`src/rtl/core/assert_macros.svh`:
```
// Assertion macros shared by the RTL that checks itself.
`ifndef ASSERT_MACROS_SVH
`define ASSERT_MACROS_SVH

// Same-cycle implication, clocked on i_clk, off during reset.
`define LR_ASSERT_IMP(name, ante, cons, msg) \
    name: assert property (@(posedge i_clk) disable iff (!i_rst_n) (ante) |-> (cons)) \
        else $error(msg);

// Next-cycle implication, clocked on i_clk, off during reset.
`define LR_ASSERT_NXT(name, ante, cons, msg) \
    name: assert property (@(posedge i_clk) disable iff (!i_rst_n) (ante) |=> (cons)) \
        else $error(msg);

`endif

```
`src/rtl/core/lr_pkg.sv`:
```
// Shared types and constants of the line rasterizer.
package lr_pkg;

    // Item kind, as carried on the input and through the command queue.
    typedef enum logic {
        ACT_LOAD = 1'b0,
        ACT_STEP = 1'b1
    } t_action;

    // Guard bits of the error term above the coordinate width.
    localparam int ERR_EXTRA_BITS = 3;

    // Status of the back end, seen by the top level.
    typedef struct packed {
        logic active;   // a line is in progress
        logic consume;  // a command leaves the queue this cycle
        logic emit;     // the command produces a pixel
        logic drop;     // the command is a step with no line in progress
    } t_back_stat;

endpackage

```
`src/rtl/core/lr_if.sv`:
```
// Valid/ready channel interfaces of the line rasterizer.
interface lr_in_if #(
    parameter int COORD_BITS = 12
);
    logic                  valid;
    logic                  ready;
    logic                  action;
    logic [COORD_BITS-1:0] start_x;
    logic [COORD_BITS-1:0] start_y;
    logic [COORD_BITS-1:0] end_x;
    logic [COORD_BITS-1:0] end_y;

    modport source (output valid, action, start_x, start_y, end_x, end_y, input ready);
    modport sink   (input valid, action, start_x, start_y, end_x, end_y, output ready);
endinterface

interface lr_out_if #(
    parameter int COORD_BITS = 12
);
    logic                  valid;
    logic                  ready;
    logic [COORD_BITS-1:0] pixel_x;
    logic [COORD_BITS-1:0] pixel_y;
    logic                  last_pixel;

    modport source (output valid, pixel_x, pixel_y, last_pixel, input ready);
    modport sink   (input valid, pixel_x, pixel_y, last_pixel, output ready);
endinterface

interface lr_cmd_if #(
    parameter int W = 8
);
    logic         valid;
    logic         ready;
    logic [W-1:0] data;

    modport source (output valid, data, input ready);
    modport sink   (input valid, data, output ready);
endinterface

```
`src/rtl/core/lr_queue.sv`:
```
// Small register FIFO between the front and back ends.
module lr_queue #(
    parameter int W     = 8,
    parameter int DEPTH = 2
) (
    input  logic      i_clk,
    input  logic      i_rst_n,
    lr_cmd_if.sink    i_push,
    lr_cmd_if.source  o_pop
);
    localparam int PTR_W = (DEPTH > 1) ? $clog2(DEPTH) : 1;
    localparam int CNT_W = $clog2(DEPTH + 1);
    localparam logic [PTR_W-1:0] PTR_LAST = PTR_W'(DEPTH - 1);
    localparam logic [CNT_W-1:0] CNT_FULL = CNT_W'(DEPTH);

    logic [W-1:0]     r_mem [DEPTH];
    logic [PTR_W-1:0] r_wr, r_rd, n_wr, n_rd;
    logic [CNT_W-1:0] r_count, n_count;
    logic             push, pop;

    assign i_push.ready = (r_count != CNT_FULL);
    assign o_pop.valid  = (r_count != '0);
    assign o_pop.data   = r_mem[r_rd];

    assign push = i_push.valid && i_push.ready;
    assign pop  = o_pop.valid && o_pop.ready;

    always_comb begin
        n_wr    = r_wr;
        n_rd    = r_rd;
        n_count = r_count;
        if (push) begin
            n_wr = (r_wr == PTR_LAST) ? '0 : r_wr + 1'b1;
        end
        if (pop) begin
            n_rd = (r_rd == PTR_LAST) ? '0 : r_rd + 1'b1;
        end
        if (push && !pop) begin
            n_count = r_count + 1'b1;
        end else if (pop && !push) begin
            n_count = r_count - 1'b1;
        end
    end

    always_ff @(posedge i_clk) begin
        if (!i_rst_n) begin
            r_wr    <= '0;
            r_rd    <= '0;
            r_count <= '0;
        end else begin
            r_wr    <= n_wr;
            r_rd    <= n_rd;
            r_count <= n_count;
        end
    end

    always_ff @(posedge i_clk) begin
        if (push) begin
            r_mem[r_wr] <= i_push.data;
        end
    end

endmodule

```
`src/rtl/core/lr_front.sv`:
```
// Front end: accept items, classify them and precompute line setup.
module lr_front #(
    parameter int COORD_BITS = 12
) (
    input  logic      i_clk,
    input  logic      i_rst_n,
    lr_in_if.sink     i_in,
    lr_cmd_if.source  o_cmd
);
    localparam int CB = COORD_BITS;
    localparam int EW = COORD_BITS + lr_pkg::ERR_EXTRA_BITS;

    typedef struct packed {
        lr_pkg::t_action        kind;
        logic [CB-1:0]          sx;
        logic [CB-1:0]          sy;
        logic [CB-1:0]          major;
        logic                   x_major;
        logic                   x_neg;
        logic                   y_neg;
        logic signed [EW-1:0]   err;
        logic signed [EW-1:0]   inc_move;
        logic signed [EW-1:0]   inc_stay;
    } t_cmd;

    logic          r_valid, n_valid;
    t_cmd          r_cmd, n_cmd;
    logic          accept;
    logic          x_up, y_up, x_maj;
    logic [CB-1:0] dx, dy, major, minor;
    logic [EW-1:0] minor2, major2, major1;

    assign i_in.ready  = !r_valid || o_cmd.ready;
    assign accept      = i_in.valid && i_in.ready;
    assign o_cmd.valid = r_valid;
    assign o_cmd.data  = r_cmd;

    // Deltas, directions and major axis; ties go to y.
    always_comb begin
        x_up   = i_in.end_x > i_in.start_x;
        y_up   = i_in.end_y > i_in.start_y;
        dx     = x_up ? i_in.end_x - i_in.start_x : i_in.start_x - i_in.end_x;
        dy     = y_up ? i_in.end_y - i_in.start_y : i_in.start_y - i_in.end_y;
        x_maj  = dx > dy;
        major  = x_maj ? dx : dy;
        minor  = x_maj ? dy : dx;
        minor2 = {2'b00, minor, 1'b0};
        major2 = {2'b00, major, 1'b0};
        major1 = {3'b000, major};

        n_cmd.kind     = lr_pkg::t_action'(i_in.action);
        n_cmd.sx       = i_in.start_x;
        n_cmd.sy       = i_in.start_y;
        n_cmd.major    = major;
        n_cmd.x_major  = x_maj;
        n_cmd.x_neg    = !x_up;
        n_cmd.y_neg    = !y_up;
        n_cmd.err      = $signed(minor2 - major1);
        n_cmd.inc_move = $signed(minor2 - major2);
        n_cmd.inc_stay = $signed(minor2);
    end

    always_comb begin
        n_valid = r_valid;
        if (accept) begin
            n_valid = 1'b1;
        end else if (o_cmd.ready) begin
            n_valid = 1'b0;
        end
    end

    always_ff @(posedge i_clk) begin
        if (!i_rst_n) begin
            r_valid <= 1'b0;
        end else begin
            r_valid <= n_valid;
        end
    end

    always_ff @(posedge i_clk) begin
        if (accept) begin
            r_cmd <= n_cmd;
        end
    end

endmodule

```
`src/rtl/core/lr_back.sv`:
```
// Back end: hold the line state, walk pixels and register the result.
module lr_back #(
    parameter int COORD_BITS = 12
) (
    input  logic                i_clk,
    input  logic                i_rst_n,
    lr_cmd_if.sink              i_cmd,
    lr_out_if.source            o_out,
    output lr_pkg::t_back_stat  o_stat
);
    localparam int CB = COORD_BITS;
    localparam int EW = COORD_BITS + lr_pkg::ERR_EXTRA_BITS;
    localparam logic [CB-1:0] ONE = CB'(1);

    typedef struct packed {
        lr_pkg::t_action        kind;
        logic [CB-1:0]          sx;
        logic [CB-1:0]          sy;
        logic [CB-1:0]          major;
        logic                   x_major;
        logic                   x_neg;
        logic                   y_neg;
        logic signed [EW-1:0]   err;
        logic signed [EW-1:0]   inc_move;
        logic signed [EW-1:0]   inc_stay;
    } t_cmd;

    t_cmd                 cmd;
    logic                 r_active;
    logic [CB-1:0]        r_x, r_y, r_rem;
    logic                 r_x_major, r_x_neg, r_y_neg;
    logic signed [EW-1:0] r_err, r_inc_move, r_inc_stay;
    logic                 r_out_valid, r_last;
    logic [CB-1:0]        r_px, r_py;

    logic                 pop, is_load, emit, drop, minor_moves;
    logic                 mv_x, mv_y;
    logic [CB-1:0]        n_x, n_y, n_rem;
    logic signed [EW-1:0] n_err;

    assign cmd = t_cmd'(i_cmd.data);

    assign pop     = i_cmd.valid && (!r_out_valid || o_out.ready);
    assign is_load = (cmd.kind == lr_pkg::ACT_LOAD);
    assign emit    = pop && (is_load || r_active);
    assign drop    = pop && !is_load && !r_active;

    assign i_cmd.ready = !r_out_valid || o_out.ready;

    // One step: major axis always moves, minor when the error is not negative.
    always_comb begin
        minor_moves = !r_err[EW-1];
        n_err       = r_err + (minor_moves ? r_inc_move : r_inc_stay);
        mv_x        = r_x_major || minor_moves;
        mv_y        = !r_x_major || minor_moves;
        n_x         = mv_x ? (r_x_neg ? r_x - ONE : r_x + ONE) : r_x;
        n_y         = mv_y ? (r_y_neg ? r_y - ONE : r_y + ONE) : r_y;
        n_rem       = r_rem - ONE;
    end

    always_ff @(posedge i_clk) begin
        if (!i_rst_n) begin
            r_active    <= 1'b0;
            r_out_valid <= 1'b0;
        end else begin
            if (emit) begin
                r_out_valid <= 1'b1;
            end else if (o_out.ready) begin
                r_out_valid <= 1'b0;
            end
            if (pop && is_load) begin
                r_active <= (cmd.major != '0);
            end else if (emit) begin
                r_active <= (n_rem != '0);
            end
        end
    end

    always_ff @(posedge i_clk) begin
        if (pop && is_load) begin
            r_x        <= cmd.sx;
            r_y        <= cmd.sy;
            r_rem      <= cmd.major;
            r_x_major  <= cmd.x_major;
            r_x_neg    <= cmd.x_neg;
            r_y_neg    <= cmd.y_neg;
            r_err      <= cmd.err;
            r_inc_move <= cmd.inc_move;
            r_inc_stay <= cmd.inc_stay;
            r_px       <= cmd.sx;
            r_py       <= cmd.sy;
            r_last     <= (cmd.major == '0);
        end else if (emit) begin
            r_x    <= n_x;
            r_y    <= n_y;
            r_rem  <= n_rem;
            r_err  <= n_err;
            r_px   <= n_x;
            r_py   <= n_y;
            r_last <= (n_rem == '0);
        end
    end

    assign o_out.valid      = r_out_valid;
    assign o_out.pixel_x    = r_px;
    assign o_out.pixel_y    = r_py;
    assign o_out.last_pixel = r_last;

    assign o_stat.active  = r_active;
    assign o_stat.consume = pop;
    assign o_stat.emit    = emit;
    assign o_stat.drop    = drop;

endmodule

```
`src/rtl/core/line_rasterizer_unit.sv`:
```
// Top level of the Bresenham line rasterizer.
//
// Bresenham line rasterizer for all eight octants. A load beat (action 0)
// brings two endpoints and produces the start pixel; each step beat
// (action 1) then produces the next pixel of that line, and the final
// endpoint comes out with last_pixel set. When both deltas are equal the
// y axis is the major axis. A step beat with no line in progress produces
// nothing, and a load beat in the middle of a line drops the old line.
// Throughput is one beat per clock on both sides while the output does
// not stall: the front end takes a new beat every cycle unless stalled,
// and the back end retires one command per cycle unless the output
// stalls, bound by its combinational error-term add. An accepted input
// beat reaches the output as a pixel through the front register, a queue
// entry and the output register. A stall on the output fills the two-entry
// queue and then the front register before the input sees ready drop.
`include "assert_macros.svh"

module line_rasterizer_unit #(
    parameter int COORD_BITS = 12
) (
    input  logic     i_clk,
    input  logic     i_rst_n,
    lr_in_if.sink    i_in,
    lr_out_if.source o_out
);
    // Command word: kind, start x/y, major delta, three flags, three error terms.
    localparam int EW    = COORD_BITS + lr_pkg::ERR_EXTRA_BITS;
    localparam int CMD_W = 1 + 3 * COORD_BITS + 3 + 3 * EW;

    lr_cmd_if #(.W(CMD_W)) cmd_front ();
    lr_cmd_if #(.W(CMD_W)) cmd_back ();

    lr_pkg::t_back_stat stat;

    // Classify beats and precompute deltas, directions and error terms.
    lr_front #(
        .COORD_BITS(COORD_BITS)
    ) u_front (
        .i_clk   (i_clk),
        .i_rst_n (i_rst_n),
        .i_in    (i_in),
        .o_cmd   (cmd_front)
    );

    // Decouple the front end from output stalls.
    lr_queue #(
        .W     (CMD_W),
        .DEPTH (2)
    ) u_queue (
        .i_clk   (i_clk),
        .i_rst_n (i_rst_n),
        .i_push  (cmd_front),
        .o_pop   (cmd_back)
    );

    // Walk the line and register each pixel.
    lr_back #(
        .COORD_BITS(COORD_BITS)
    ) u_back (
        .i_clk   (i_clk),
        .i_rst_n (i_rst_n),
        .i_cmd   (cmd_back),
        .o_out   (o_out),
        .o_stat  (stat)
    );

    // A command that produces a pixel shows it on the output next cycle.
    `LR_ASSERT_NXT(a_emit_shows, stat.emit, o_out.valid, "emitted pixel missing on output")
    // The last-pixel flag agrees with whether the line is still running.
    `LR_ASSERT_NXT(a_last_vs_active, stat.emit, o_out.last_pixel == !stat.active, "bad last flag")
    // Hold the queue while a result waits on the output.
    `LR_ASSERT_IMP(a_no_pop_stalled, o_out.valid && !o_out.ready, !stat.consume, "command consumed while output stalled")
    // A step dropped for lack of a line never produces a pixel.
    `LR_ASSERT_IMP(a_drop_no_emit, stat.drop, !stat.emit, "dropped step produced a pixel")

endmodule
```
`src/flat_wrapper.sv`:
```
// flat-port wrapper written by rule: the top's interface ports become plain ports
module line_rasterizer_unit_flat 
#(
    parameter int COORD_BITS = 12
)
  (i_clk, i_rst_n, i_in_valid, i_in_action, i_in_start_x, i_in_start_y, i_in_end_x, i_in_end_y, i_in_ready, o_out_valid, o_out_pixel_x, o_out_pixel_y, o_out_last_pixel, o_out_ready);
  lr_in_if #(.COORD_BITS(COORD_BITS)) i_in_i ();
  lr_out_if #(.COORD_BITS(COORD_BITS)) o_out_i ();
  input  logic i_clk;
  input  logic i_rst_n;
  input wire logic [$bits(i_in_i.valid)-1:0] i_in_valid;
  input wire logic [$bits(i_in_i.action)-1:0] i_in_action;
  input wire logic [$bits(i_in_i.start_x)-1:0] i_in_start_x;
  input wire logic [$bits(i_in_i.start_y)-1:0] i_in_start_y;
  input wire logic [$bits(i_in_i.end_x)-1:0] i_in_end_x;
  input wire logic [$bits(i_in_i.end_y)-1:0] i_in_end_y;
  output wire logic [$bits(i_in_i.ready)-1:0] i_in_ready;
  output wire logic [$bits(o_out_i.valid)-1:0] o_out_valid;
  output wire logic [$bits(o_out_i.pixel_x)-1:0] o_out_pixel_x;
  output wire logic [$bits(o_out_i.pixel_y)-1:0] o_out_pixel_y;
  output wire logic [$bits(o_out_i.last_pixel)-1:0] o_out_last_pixel;
  input wire logic [$bits(o_out_i.ready)-1:0] o_out_ready;
  assign i_in_i.valid = i_in_valid;
  assign i_in_i.action = i_in_action;
  assign i_in_i.start_x = i_in_start_x;
  assign i_in_i.start_y = i_in_start_y;
  assign i_in_i.end_x = i_in_end_x;
  assign i_in_i.end_y = i_in_end_y;
  assign i_in_ready = i_in_i.ready;
  assign o_out_valid = o_out_i.valid;
  assign o_out_pixel_x = o_out_i.pixel_x;
  assign o_out_pixel_y = o_out_i.pixel_y;
  assign o_out_last_pixel = o_out_i.last_pixel;
  assign o_out_i.ready = o_out_ready;
  line_rasterizer_unit #(.COORD_BITS(COORD_BITS)) u_core (.i_clk(i_clk), .i_rst_n(i_rst_n), .i_in(i_in_i), .o_out(o_out_i));
endmodule
```
`config.mk`:
```
export PLATFORM = sky130hd
export DESIGN_NAME = line_rasterizer_unit_flat
export DESIGN_NICKNAME = d
export VERILOG_FILES = /design/src/rtl/core/lr_pkg.sv /design/src/rtl/core/lr_if.sv /design/src/rtl/core/lr_queue.sv /design/src/rtl/core/lr_front.sv /design/src/rtl/core/lr_back.sv /design/src/rtl/core/line_rasterizer_unit.sv /design/src/flat_wrapper.sv
export VERILOG_INCLUDE_DIRS = /design/src /design/src/rtl/core
export SDC_FILE = /design/constraint.sdc
export NUM_CORES = 1
export LEC_CHECK = 0
export BUFFER_PORTS_ARGS = -buffer_cell sky130_fd_sc_hd__buf_2
export CORE_ASPECT_RATIO = 0.8
export CORE_MARGIN = 2
export CORE_UTILIZATION = 55
export CTS_CLUSTER_SIZE = 14
export DETAILED_ROUTE_END_ITERATION = 16
export PLACE_DENSITY = 0.73
export SLEW_MARGIN = 20
export SYNTH_ARGS = -nofsm -noshare
export SYNTH_HDL_FRONTEND = slang
export SYNTH_SLANG_ARGS = --single-unit
```
`constraint.sdc`:
```
create_clock -name i_clk -period 13.05 [get_ports i_clk]
set_input_delay 2.61 -clock i_clk [delete_from_list [all_inputs] [get_ports i_clk]]
set_output_delay 2.61 -clock i_clk [all_outputs]
set_load 0.01 [all_outputs]
```
---- Word-level counts from Yosys, hierarchy flattened ----
Memory sizes are Yosys's and may differ from the RTL's. A register that Yosys moved wholly into a read port is not among the register bits.
Index checks and enable logic that the tools add are counted.
operators by class
  add/sub/neg operators ................... 16
  order comparisons ....................... 3
  equal/unequal tests ..................... 3
  muxes and demuxes ....................... 33
  bitwise gates (word level) .............. 1
  reduce and logical (&&, ||, !) cells .... 31
operator list
  cell                                                                   number
  12-bit 2-to-1 mux                                                      14
  12-bit subtractor                                                      4
  15-bit 2-to-1 mux                                                      3
  12-bit greater-than comparator                                         3
  12-bit by 1-bit subtractor with 12-bit output (second input constant)  3
  12-bit by 1-bit adder with 12-bit output (second input constant)       2
  12-bit zero test                                                       2
  12-bit nonzero test                                                    2
  15-bit adder                                                           1
  1-bit 2-to-1 mux                                                       14
  13-bit by 12-bit subtractor with 14-bit output                         1
  13-bit by 13-bit subtractor with 14-bit output                         1
  2-bit nonzero test                                                     5
  1-bit zero test                                                        8
  1-bit logical AND                                                      7
  3-bit by 1-bit != test with 1-bit output (second input constant)       2
  1-bit logical OR                                                       5
  2-bit 2-to-1 mux                                                       2
  2-bit AND reduction                                                    2
  1-bit adder (second input constant)                                    2
  2-bit by 1-bit adder with 2-bit output (second input constant)         1
  2-bit != test (second input constant)                                  1
  2-bit by 1-bit subtractor with 2-bit output (second input constant)    1
  1-bit inverter                                                         1
storage, ports and cells
  register bits after elaboration ......... 174
  memory bits (writable) .................. 164
  bits of input ports ..................... 53
  output and inout port bits .............. 27
  logic and storage cells ................. 114
  memories kept ........................... 1
memories
  memory                words  bits a word  read ports  clocked after Yosys merged registers in  wr ports  RTL line        RTL
  u_core.u_queue.r_mem  2      82           1           1                                        1         lr_queue.sv:16  logic [W-1:0] r_mem [DEPTH];

---- Longest topological paths before layout ----
Gate-level depths: netlist (run 1).
  depth after elaboration ................. 6
  mapped depth ............................ 35
  mapped depth without buffers ............ 31

---- By module ----
From an unflattened synthesis (run 1), not the netlist that was laid out.
unflattened totals
  cell total of the unflattened synthesis .. 1448
  area total of the unflattened synthesis .. 18087.3 um^2
by module, submodules not included
  module    instances  cells an instance  area each (um^2)  seq. area each (um^2)
  lr_front  1          668                6444.9            2362.3
  lr_queue  1          288                6383.6            5205.0
  lr_back   1          492                5258.8            2592.5

---- Worst setup path before layout (run 1) ----
Ideal clock, no wire load.
  path type ............................... input to register
  start ................................... input port i_in_end_y[0]
  end ..................................... register u_core.u_front.r_cmd, in the netlist u_core.u_front.o_cmd.data[43], data pin
  library setup time ...................... 0.273 ns
  data arrival time ....................... 9.207 ns
  required time ........................... 12.777 ns
  path slack .............................. 3.570 ns
  cell stages on the path ................. 34
  buffers on the path ..................... 4
  cell sequence ........................... inv_1 > ha_1 > inv_1 > fa_1 > nand3_1 > a21oi_1 > o211ai_1 > nand2_2 > inv_2 > nand3_1 > o21ai_0 > o22ai_1 > a21boi_0 > xor2_1 > ha_1 > a21oi_1 > o21a_1 > inv_1 > o31ai_2 > buf_2 > clkbuf_1 > buf_1 > clkbuf_1 > o21ai_0 > ha_1 > inv_1 > o21ba_2 > maj3_1 > o2bb2ai_1 > a21oi_1 > a21oi_1 > maj3_1 > o21ai_1 > a2111oi_0
RTL lines
  what                    RTL line            RTL
  start: declaration      flat_wrapper.sv:16  input wire logic [$bits(i_in_i.end_y)-1:0] i_in_end_y;
  end signal: assignment  lr_front.sv:82      r_cmd <= n_cmd;
  end: declaration        lr_front.sv:27      t_cmd r_cmd, n_cmd;

==> results.md, run 1 <==
* Status: completed
* Post_cts resized at 0
* Synth Register Bits at ~320
* Row count at 57
* Initial antenna violation count at 3
* Starting Density at 55.6%
* Max_slew headroom at 41.7%
* Via count at 10.9k
* Async SR Flop Fraction at 0%
* Worst setup EP type: register
* Clock-pin transition on the worst setup and hold timing paths at approximately 0.060 ns
* Slowest cell delay on critical path at about 0.48 ns
* Post-route ant nets at 0
* Total Routing Usage GR at 22.7%
* Most frequent cells in the layout: edfxtp_1, inv_1, a21oi_1, ha_1, buf_2
* FILL cells at about 2.4k
* Final-report hold violation count at 0
* Minimum clock period at 9.62 ns
* Crit path DAT at between 9 and 10 ns
* CP top delay family: compound AO/OA/AOI/OAI gates
* Crit path buffers/inverters at 5
* Global-route wire length before repair at 56800 um
* Crit path kind: input pin to register
* Post-layout nets at 1621
* Number of synthesized flops with an enable pin at 313
* Reg2reg path depth at 16
* Cts hold-fix bufs at 0
* GRT Residual Overflow at 0
* Dpl hpwl at 25700 um
* Hold_sp: u_core.u_front.o_cmd.data[7]
* Vias per cell at ~5.7
* DRC violations left at 0
* Bufs on Longest Clock Path at 3
* Top FF cell, synth: edfxtp_1
* First DRT Iteration DRCs at 866
* Top-area cell type share of the netlist area at 55.9%
* Synth warnings at 0
* Area leader, netlist: edfxtp_1
* Fmax at 0.104 GHz
* Post-CTS Setup Bufs at 0
* Final Max Tran Viols at 0
* Die Y at 160 um
* CTS Sinks at 321
* CTS tree: done
* DR WL met3 at 2590 um
* Vias in the first global route at 10.6k
* Area delta synth->final at 11.2%
* Final setup viols at 0
* Top cells by area, synth: edfxtp_1, ha_1, a21oi_1
* TNS Setup at 0 ns
* Largest net degree at the start of global routing at between 70 and 80
* Root buffer cell: clkbuf_16
* Number of buffers added on ports at 79
* Post-Syn Area at 16800 um^2
* FF-to-FF Start: u_core.u_back.r_err[14]
* Critical Path Source: i_in_end_x[2]
* Most used cell, CP: o21ai_0
* H-tree depth at 1
* Reg-to-Reg End: u_core.u_back.r_err[14]
* Area after DPL at 17700 um^2
* Final period util at 73.7%
* Post-Route WL at 35900 um
* # IOs at 80
* Commonest non-fill, non-tap cell in the layout: edfxtp_1
* R2R Setup Slk at 9.18 ns
* Worst-path maximum fanout at between 40 and 50
* First-pass DRT Iterations at 5
* Maximum VDD drop at 0.000110 V
* Mapped Cells at 1378
* Met1 WL at 17200 um
* Synth cell types at 71
* Startpoint types: input pin
* CP Data Required Time at 13.35 ns
* PwrDens at between 200 and 300 nW/um^2
* RSZ-0062 raised after global routing: false
* Total core area at 30200 um^2
* Top Layer Used: met4
* Number of buffers created by CTS at 31
* Cell area after layout at 18700 um^2
* Max-Cap Viols at 0
* Post-synthesis sequential area ratio at 56.9%
* Syn_nets at 1538
* Die W at 199 um
* Syn avg cell area at roughly 12 um^2
* Crit path capture: u_core.u_front.o_cmd.data[40]
* Slowest CP cell: ha_1
* Die Footprint at 32000 um^2
* Multi-input logic area at 6660 um^2
* Slew @ Worst Pin at just under 0.9 ns
* Fraction of layout cells with a size suffix above 1 at between 10% and 20%
* Skew final at between 0.01 and 0.015 ns
* Leak Pwr at approximately 7.2 nW
* GPL Wtd Cong at between 0.9 and 1
* Register area at 9560 um^2
* Routed WL per cell at 18.9 um
* Worst Hold Class: register to register
* Critical path depth at 29
* WL met2 at 15300 um
* Clk_lat worst skew at 0.56 ns
flip-flops by register name, summed over array words and instances, names as in the netlist, 2 cells and up, named ones only:
| register | cells |
|---|---|
| u_core.u_back.r_inc_move | 13 |
| u_core.u_front.o_cmd.data | 78 |
| u_core.u_back.r_rem | 12 |
| u_core.u_queue.r_count | 2 |
| u_core.u_back.o_out.pixel_y | 12 |
| u_core.u_queue.r_mem | 156 |
| u_core.u_back.r_inc_stay | 12 |
| u_core.u_back.o_out.pixel_x | 12 |
| u_core.u_back.r_err | 14 |
how the worst min path moves through the flow:
stage	to	slack [ns]	cells after the start
final	u_core.u_queue.r_mem[0][6]	0.45	0
after floorplan	u_core.u_queue.r_mem[0][0]	0.42	0
after CTS	u_core.u_queue.r_mem[1][3]	0.44	0
after global placement	u_core.u_queue.r_mem[0][17]	0.42	0
after detailed placement	u_core.u_queue.r_mem[1][34]	0.43	0
after global routing	u_core.u_queue.r_mem[0][34]	0.45	0
report_power, final:
part,switching (mW),internal [mW]
Clock,0.377,0.513
Sequential,0.159,1.61
Combinational,1.20,0.828
area by class of cell:
class / instances / share of cell area, %
flip-flops and latches: 321 / 51.2
clock buffers: 35 / 4.23
diodes: 2 / 0.0268
clock inverters: 22 / 1.14
well taps: 413 / 2.76
repair buffers: 90 / 2.64
multi-input cells: 896 / 35.6
inverters: 121 / 2.43
cell usage after synthesis (all sizes together), types with 27 or more instances:
| cell | instances |
|---|---|
| xnor2 | 52 |
| mux2 | 48 |
| o21ai | 80 |
| nor2b | 30 |
| ha | 99 |
| edfxtp | 313 |
| mux2i | 50 |
| inv | 121 |
| nand2 | 67 |
| clkbuf | 27 |
| a21oi | 114 |
| nor2 | 72 |
through the flow:
step | hold slack [ns] | instances | util, % | total power, mW | worst slack (ns)
final | 0.445 | 1900 | 61.8 | 4.68 | 3.43
after global routing | 0.453 | 1898 | 61.8 | 5.00 | 2.93
after CTS | 0.444 | 1897 | 61.7 | 4.69 | 3.68
after detailed placement | 0.430 | 1840 | 58.4 | 3.79 | 3.11
after global placement | 0.422 | 1840 | 58.4 | 3.71 | 3.34
after floorplan | 0.421 | 1378 | - | 3.25 | 3.57
routing by layer:
layer / GRT usage, % / up-vias
met2: 33.8 / 350
met3: 3.88 / 59
met5: 0 / -
li1: - / 5230
met4: 5.29 / 0
met1: 34.9 / 5250
cells by family (layout without fill, tap and decap cells):
group,Yosys count,after routing,synth area share [%]
and+or+nand+nor,285,285,8.43
adders and majority gates,110,110,8.51
DFF,321,321,56.9
buffers and inverters,161,268,3.72
AOI/OAI and AO/OA,324,324,12.0
other,0,2,0
xor gates and xnor gates,79,79,4.24
muxes,98,98,6.21
worst register-to-register path: stages (launching register included):
cell and delay (ns):
edfxtp_1 0.51, mux2i_1 0.33, inv_1 0.07, ha_1 0.29, a21o_1 0.18, a21oi_1 0.24, o21ai_0 0.15, a21oi_1 0.24
o21ai_0 0.12, a21oi_1 0.24, o21ai_0 0.14, a21oi_1 0.24, o21bai_1 0.12, a211oi_1 0.25, nor3b_1 0.11, o21a_1 0.17
o31a_1 0.22
Power figures use the tool's default switching activity.
==> inputs of run 2 (changes only) <==
--- a/config.mk
+++ b/config.mk
@@ -6,13 +6,14 @@
 export SDC_FILE = /design/constraint.sdc
 export NUM_CORES = 1
 export LEC_CHECK = 0
+export ABC_AREA = 1
 export BUFFER_PORTS_ARGS = -buffer_cell sky130_fd_sc_hd__buf_2
 export CORE_ASPECT_RATIO = 0.8
 export CORE_MARGIN = 2
 export CORE_UTILIZATION = 55
 export CTS_CLUSTER_SIZE = 14
 export DETAILED_ROUTE_END_ITERATION = 16
-export PLACE_DENSITY = 0.73
+export PLACE_DENSITY = 0.72
 export SLEW_MARGIN = 20
 export SYNTH_ARGS = -nofsm -noshare
 export SYNTH_HDL_FRONTEND = slang
==> constraint.sdc (replaced) <==
create_clock -name i_clk -period 9.3 [get_ports i_clk]
set_input_delay 1.86 -clock i_clk [delete_from_list [all_inputs] [get_ports i_clk]]
set_output_delay 1.86 -clock i_clk [all_outputs]
set_load 0.01 [all_outputs]
==> run 2 against run 1 <==
Sequential power is 40% higher; clock-buffer cell count up 7; global-route usage is 3.2 points higher; critical path depth stayed put; synthesized cell count grew 43%; highest routed layer unchanged.
==> results.md, run 2 <==
* Status: completed
* Worst Hold Class: register to register
* Biggest register: u_core.u_queue.r_mem
* Syn avg cell area at 9.21 um^2 (-24%)
* Cts hold-fix bufs at 0 (unchanged)
* R2R Setup Slk at 5.97 ns (-3.21 ns)
* Slowest CP cell: nor2_4
* Most used cell, CP: nand2_1
* Root buffer cell: clkbuf_16
* CP Data Required Time at 9.59 ns (-3.76 ns)
* Number of buffers created by CTS at 34 (+9.7%)
* Total Routing Usage GR at 25.9% (+3.2 points)
* Post-CTS Setup Bufs at 0 (unchanged)
* Most common cell in the netlist: nand2_1
* DRC violations left at 0 (unchanged)
* Crit path DAT at 7.11 ns (-2.81 ns)
* Synth Register Bits at 321 (unchanged)
* Antenna diode count at 0 (-2)
* Startpoint types: input pin
* Final setup viols at 0 (unchanged)
* Die Footprint at 34600 um^2 (+8.0%)
* Mapped Cells at 1975 (+43%)
* Crit path kind: input pin to register
* Max reg flops at 156 (unchanged)
* Final Power at 7.09 mW (+51%)
* Top cells by area, synth: edfxtp_1, nand2_1, ha_1
* Worst setup EP type: register
* Die W at 207 um (+4.0%)
* Synth cell types at 46 (-35%)
* Area delta synth->final at 10.0%
* Post-synthesis sequential area ratio at 52.5% (-4.3 points)
* GRT Residual Overflow at 0 (unchanged)
* Vias in the first global route at 13.0k (+23%)
* Reg2reg path depth at 6 (-10)
* Final-report hold violation count at 0 (unchanged)
* Post-route ant nets at 0 (unchanged)
* PwrDens at 354 nW/um^2 (+41%)
* Top FF cell, synth: edfxtp_1
* Multi-input logic area at 7540 um^2 (+13%)
* First-pass DRT Iterations at 5 (unchanged)
* Hold_sp: u_core.u_front.o_cmd.data[39]
* Routed WL per cell at 17.7 um (-6.1%)
* Final period util at 73.4%
* RSZ-0062 raised after global routing: false
* Commonest cells in the netlist: nand2_1, edfxtp_1, inv_1
* CTS Sinks at 321 (unchanged)
* Max-Cap Viols at 0 (unchanged)
* Global-route wire length before repair at 70100 um (+23%)
* Clock-pin transition on the worst setup and hold timing paths at 0.06 ns (about the same)
* Fmax at 0.147 GHz
* Register area at 9560 um^2 (about the same)
* Max_slew headroom at 31.0% (-11 points)
* CTS tree: done
* Worst-path maximum fanout at 35 (-19%)
* GPL Wtd Cong at 0.944 (+4.3%)
* Reg-to-Reg End: u_core.u_back.o_out.pixel_y[6]
* H-tree depth at 2 (+1)
* Post-layout nets at 2213 (+37%)
* Via count at 13.6k (+25%)
* Clk_lat worst skew at 0.53 ns (-0.03 ns)
* Vias per cell at 5.45 (-5.0%)
* Async SR Flop Fraction at 0% (unchanged)
* Commonest non-fill, non-tap cell in the layout: nand2_1
* Initial antenna violation count at 1 (-2)
* Dpl hpwl at 32700 um (+27%)
* Starting Density at 55.9% (+0.30 points)
* Maximum VDD drop at 0.000139 V (+26%)
* Fraction of layout cells with a size suffix above 1 at 11.0% (-3.4 points)
* Skew final at 0.0185 ns (+0.00577 ns)
* Row count at 59 (+3.5%)
* Final Max Tran Viols at 0 (unchanged)
* Synth warnings at 0 (unchanged)
* # IOs at 80 (unchanged)
* Top-area cell type share of the netlist area at 51.7% (-4.3 points)
* First DRT Iteration DRCs at 1292 (+49%)
* Hold EP: u_core.u_queue.r_mem[1][36]
* Total core area at 32600 um^2 (+7.7%)
* Slew @ Worst Pin at 1.03 ns (+0.164 ns)
* Hold-critical path depth at 0 (unchanged)
* Largest net degree at the start of global routing at 68 (-14%)
* Number of buffers added on ports at 79 (unchanged)
* Post_cts resized at 0 (unchanged)
* FILL cells at 2719 (+16%)
* Post-Route WL at 44400 um (+24%)
* Leak Pwr at 9.03 nW (+25%)
* Post-Syn Area at 18200 um^2 (+8.2%)
* Syn_nets at 2135 (+39%)
* TNS Setup at 0 ns (unchanged)
* Minimum clock period at 6.83 ns
* Bufs on Longest Clock Path at 3 (unchanged)
* Slowest cell delay on critical path at 0.61 ns (+0.13 ns)
* Area leader, netlist: edfxtp_1
* Most frequent cells in the layout: nand2_1, edfxtp_1, inv_1, nand3_1, ha_1
* Number of synthesized flops with an enable pin at 313 (unchanged)
* Die Y at 167 um (+3.9%)
## run 2: cell count changes in the layout (fill, tap and decap cells not counted), moves of 42 or more
| cell | change |
|---|---|
| nand3_1 | +119 |
| mux2i_1 | -42 |
| mux2_2 | -47 |
| nand2_1 | +598 |
| inv_1 | +98 |
## run 2: kinds of logic (layout without fill, tap and decap cells)
kind of cell / count (synthesis) / after routing / synth area share (%)
xor+xnor: 70 / 70 / 3.37
compound gates: 196 / 196 / 6.17
fa+ha+maj: 107 / 107 / 7.69
mux: 8 / 8 / 0.440
flops: 321 / 321 / 52.5
buf+inv: 275 / 378 / 6.15
simple gates: 998 / 998 / 23.7
## run 2: layer usage
layer / wire (um) / vias up / part of all wire (%) / global-route usage [%]
met2: 19500 / 441 / 44 / 39.5
met4: 671 / 0 / 1.5 / 5.16
met3: 3120 / 53 / 7.0 / 4.00
li1: - / 6719 / - / -
met1: 21100 / 6429 / 48 / 39.5
met5: 0 / - / 0 / 0
## run 2: worst max path at each step
stage,startpoint,to,slack (ns),depth (start not counted)
after floorplan,i_in_end_x[0],u_core.u_front.o_cmd.data[42],3.31,30
after global placement,i_in_end_x[0],u_core.u_front.o_cmd.data[42],2.17,29
after detailed placement,i_in_end_x[0],u_core.u_front.o_cmd.data[42],2.06,29
after CTS,i_in_end_x[0],u_core.u_front.o_cmd.data[42],2.60,29
after global routing,i_in_end_x[0],u_core.u_front.o_cmd.data[42],2.02,29
final,i_in_end_x[0],u_core.u_front.o_cmd.data[42],2.47,29
## run 2: worst max-delay path: cells and delay by family
| kind | cells | cell delay (ns) |
|---|---|---|
| fa+ha+maj | 4 | 1.44 |
| buf+inv | 5 | 0.43 |
| compound gates | 2 | 0.33 |
| simple gates | 18 | 3.04 |
## run 2: metrics by stage
| step | cell area (um^2) | util, % | std cells | hold slack, ns | worst slack [ns] |
|---|---|---|---|---|---|
| after floorplan | 18200 | - | 1975 | 0.421 | 3.31 |
| after global placement | 19000 | 58.2 | 2444 | 0.422 | 2.17 |
| after detailed placement | 19000 | 58.2 | 2444 | 0.432 | 2.06 |
| after CTS | 20000 | 61.5 | 2505 | 0.430 | 2.60 |
| after global routing | 20000 | 61.5 | 2505 | 0.454 | 2.02 |
| final | 20000 | 61.5 | 2505 | 0.438 | 2.47 |
## run 2: cell type report
cell class / count / share of cell area, %
sequential: 321 / 47.8
multi-input combinational: 1379 / 37.7
clock buffer: 42 / 4.51
inverter: 229 / 4.30
tap: 427 / 2.67
timing repair buffer: 88 / 2.31
clock inverter: 19 / 0.794
## run 2: where the power goes
group	total [mW]	switching, mW	internal (mW)
sequential	2.48	0.211	2.27
clock	1.31	0.559	0.751
combinational	3.29	2.20	1.09
total	7.09	2.97	4.12
==> inputs of run 3 (changes only) <==
--- a/config.mk
+++ b/config.mk
@@ -6,14 +6,14 @@
 export SDC_FILE = /design/constraint.sdc
 export NUM_CORES = 1
 export LEC_CHECK = 0
-export ABC_AREA = 1
+export ABC_AREA = 0
 export BUFFER_PORTS_ARGS = -buffer_cell sky130_fd_sc_hd__buf_2
 export CORE_ASPECT_RATIO = 0.8
 export CORE_MARGIN = 2
 export CORE_UTILIZATION = 55
 export CTS_CLUSTER_SIZE = 14
 export DETAILED_ROUTE_END_ITERATION = 16
-export PLACE_DENSITY = 0.72
+export PLACE_DENSITY = 0.75
 export SLEW_MARGIN = 20
 export SYNTH_ARGS = -nofsm -noshare
 export SYNTH_HDL_FRONTEND = slang
==> constraint.sdc (replaced) <==
create_clock -name i_clk -period 6.24 [get_ports i_clk]
set_input_delay 1.248 -clock i_clk [delete_from_list [all_inputs] [get_ports i_clk]]
set_output_delay 1.248 -clock i_clk [all_outputs]
set_load 0.01 [all_outputs]
==> run 3 against run 2 <==
The run now ends with setup timing left; largest cell class unchanged; clock-buffer cell count down 5; highest routed layer unchanged; clock skew up 0.0054 ns; critical path depth up 4; sequential power rose by 48%; critical endpoint is now u_core.u_front.o_cmd.data[43]; core utilization up 11 points; design area is 9.4% higher; critical path type unchanged; register-to-register slack worse by 3.8 ns.
==> results.md, run 3 (synthesis results as in run 1) <==
* Starting Density at 55.6% (-0.30 points)
* Pint at 7.10 mW (+72%)
* Initial antenna violation count at 2 (+1)
* Minimum clock period at 6.53 ns
* Slowest CP cell: maj3_2
* RSZ-0062 raised after global routing: true
* Total core area at 30200 um^2 (-7.1%)
* Skew final at 0.0239 ns (+0.00536 ns)
* Vias in the first global route at 11.9k (-8.3%)
* Area after DPL at 19700 um^2 (+3.7%)
* Final-report hold violation count at 0 (unchanged)
* Worst setup EP type: register
* Final Max Tran Viols at 0 (unchanged)
* Via count at 12.1k (-11%)
* Worst Hold Class: register to register
* P_sw at 4.09 mW (+38%)
* Area delta synth->final at 30.2%
* Routed WL per cell at 18.5 um (+4.6%)
* Fin util at 72.4% (+11 points)
* Max-Cap Viols at 0 (unchanged)
* First-pass DRT Iterations at 5 (unchanged)
* Number of buffers created by CTS at 30 (-12%)
* CTS Sinks at 321 (unchanged)
* Cell area after layout at 21900 um^2 (+9.4%)
* H-tree depth at 1 (-1)
* Slowest cell delay on critical path at 0.36 ns (-0.25 ns)
* Row count at 57 (-3.4%)
* Max reg flops at 156 (unchanged)
* Clock share of power at 16.3% (-2.2 points)
* CP Data Required Time at 6.53 ns (-3.06 ns)
* Comb power frac at 50.8% (+4.3 points)
* Failing checks: setup timing
* Post-route ant nets at 0 (unchanged)
* Global-route wire length before repair at 61600 um (-12%)
* Root buffer cell: clkbuf_16
* Largest net degree at the start of global routing at 79 (+16%)
* Total Routing Usage GR at 24.5% (-1.4 points)
* Leak Pwr at 8.72 nW (-3.4%)
* Max_slew headroom at 28.8% (-2.2 points)
* FILL cells at 1984 (-27%)
* Post-Route WL at 40500 um (-8.7%)
* Final period util at 105%
* Crit path kind: input pin to register
* Switching share of power at 36.6% (-5.3 points)
* Startpoint types: input pin
* First DRT Iteration DRCs at 1007 (-22%)
* Sequential power share at 32.9% (-2.1 points)
* Commonest non-fill, non-tap cell in the layout: edfxtp_1
* PwrDens at 511 nW/um^2 (+44%)
* Vias per cell at 5.53 (+1.5%)
* Die Footprint at 32000 um^2 (-7.4%)
* Clock-pin transition on the worst setup and hold timing paths at 0.06 ns (about the same)
* Slew @ Worst Pin at 1.07 ns (+0.0353 ns)
* DRC violations left at 0 (unchanged)
* Die W at 199 um (-3.8%)
* Worst-path maximum fanout at 4 (-89%)
* Final setup viols at 10 (+10)
* Status: finished, violations left
* # IOs at 80 (unchanged)
* Dpl hpwl at 27400 um (-16%)
* Clk_lat worst skew at 0.58 ns (+0.05 ns)
* Biggest register: u_core.u_queue.r_mem
* Fmax at 0.153 GHz
* Bufs on Longest Clock Path at 3 (unchanged)
* GRT Residual Overflow at 0 (unchanged)
* Post-layout nets at 1911 (-14%)
* Fraction of layout cells with a size suffix above 1 at 35.5% (+25 points)
* Die Y at 160 um (-3.8%)
* Maximum VDD drop at 0.000354 V (+150%)
* Crit path DAT at 6.82 ns (-0.29 ns)
* GPL Wtd Cong at 0.913 (-3.3%)
* Number of buffers added on ports at 79 (unchanged)
* Final Worst Setup Slack at -0.287 ns (-2.76 ns)
* Most frequent cells in the layout: edfxtp_1, buf_4, inv_1, a21oi_1, buf_2
* CTS tree: done
-- run 3: final cells by class --
cell class	instances	area, um^2	share of cell area, %
timing repair buffer	381	2760	12.6
tap	413	517	2.36
clock buffer	37	777	3.55
sequential	321	9560	43.7
clock inverter	16	205	0.937
antenna	2	5.00	0.0229
multi-input combinational	896	7580	34.6
inverter	121	482	2.20
-- run 3: through the flow --
stage	total power, mW	cells	setup WS [ns]	hold WS [ns]	setup TNS (ns)
floorplan	6.92	1378	-0.882	0.421	-6.93
global placement	8.51	2089	-0.821	0.422	-10.15
detailed placement	8.72	2089	-1.14	0.430	-13.53
CTS	10.8	2166	-0.288	0.420	-0.804
global route	11.9	2185	-0.507	0.443	-4.48
finish	11.2	2187	-0.287	0.424	-1.71
-- run 3: critical path, delay by kind of cell --
family                     cells  cell delay [ns]
AOI/OAI and AO/OA             13             2.10
xor gates and xnor gates       1             0.20
adders and majority gates      5             1.48
buffers and inverters         12             1.33
muxes                          1             0.26
and+or+nand+nor                1             0.18
-- run 3: per-layer routing --
layer | GRT usage [%] | up-vias | wire length, um
met5 | 0 | - | 0
met4 | 5.42 | 0 | 710
met3 | 4.01 | 58 | 2320
met2 | 39.6 | 329 | 19300
met1 | 35.2 | 5888 | 18200
li1 | - | 5815 | -
-- run 3: timing repair --
item / in CTS / in global routing
hold buffers: 0 / 0
buffers inserted: 24 / 21
pin swaps: 47 / 74
gates cloned: 0 / 0
endpoints found under the setup margin: 11 / 16
hold endpoints to repair: 0 / 0
resized for setup: 73 / 108
-- run 3: worst paths after layout --
check,startpoint,end,slack [ns],cells after the start
hold reg to reg,u_core.u_front.o_cmd.data[68],u_core.u_queue.r_mem[0][65],0.42,0
hold / removal,u_core.u_front.o_cmd.data[68],u_core.u_queue.r_mem[0][65],0.42,0
setup / recovery,i_in_end_x[10],u_core.u_front.o_cmd.data[43],-0.29,33
setup reg to reg,u_core.u_back.r_err[14],u_core.u_back.r_err[14],2.15,17
-- run 3: power by group through the flow --
stage / logic, mW / clock network (mW) / registers (mW)
2_1_floorplan: 3.30 / 0 / 3.62
3_3_place_gp: 4.83 / 0 / 3.68
3_5_place_dp: 5.00 / 0 / 3.72
4_1_cts: 5.28 / 1.85 / 3.68
5_1_grt: 6.19 / 1.92 / 3.74
6_report: 5.69 / 1.82 / 3.68
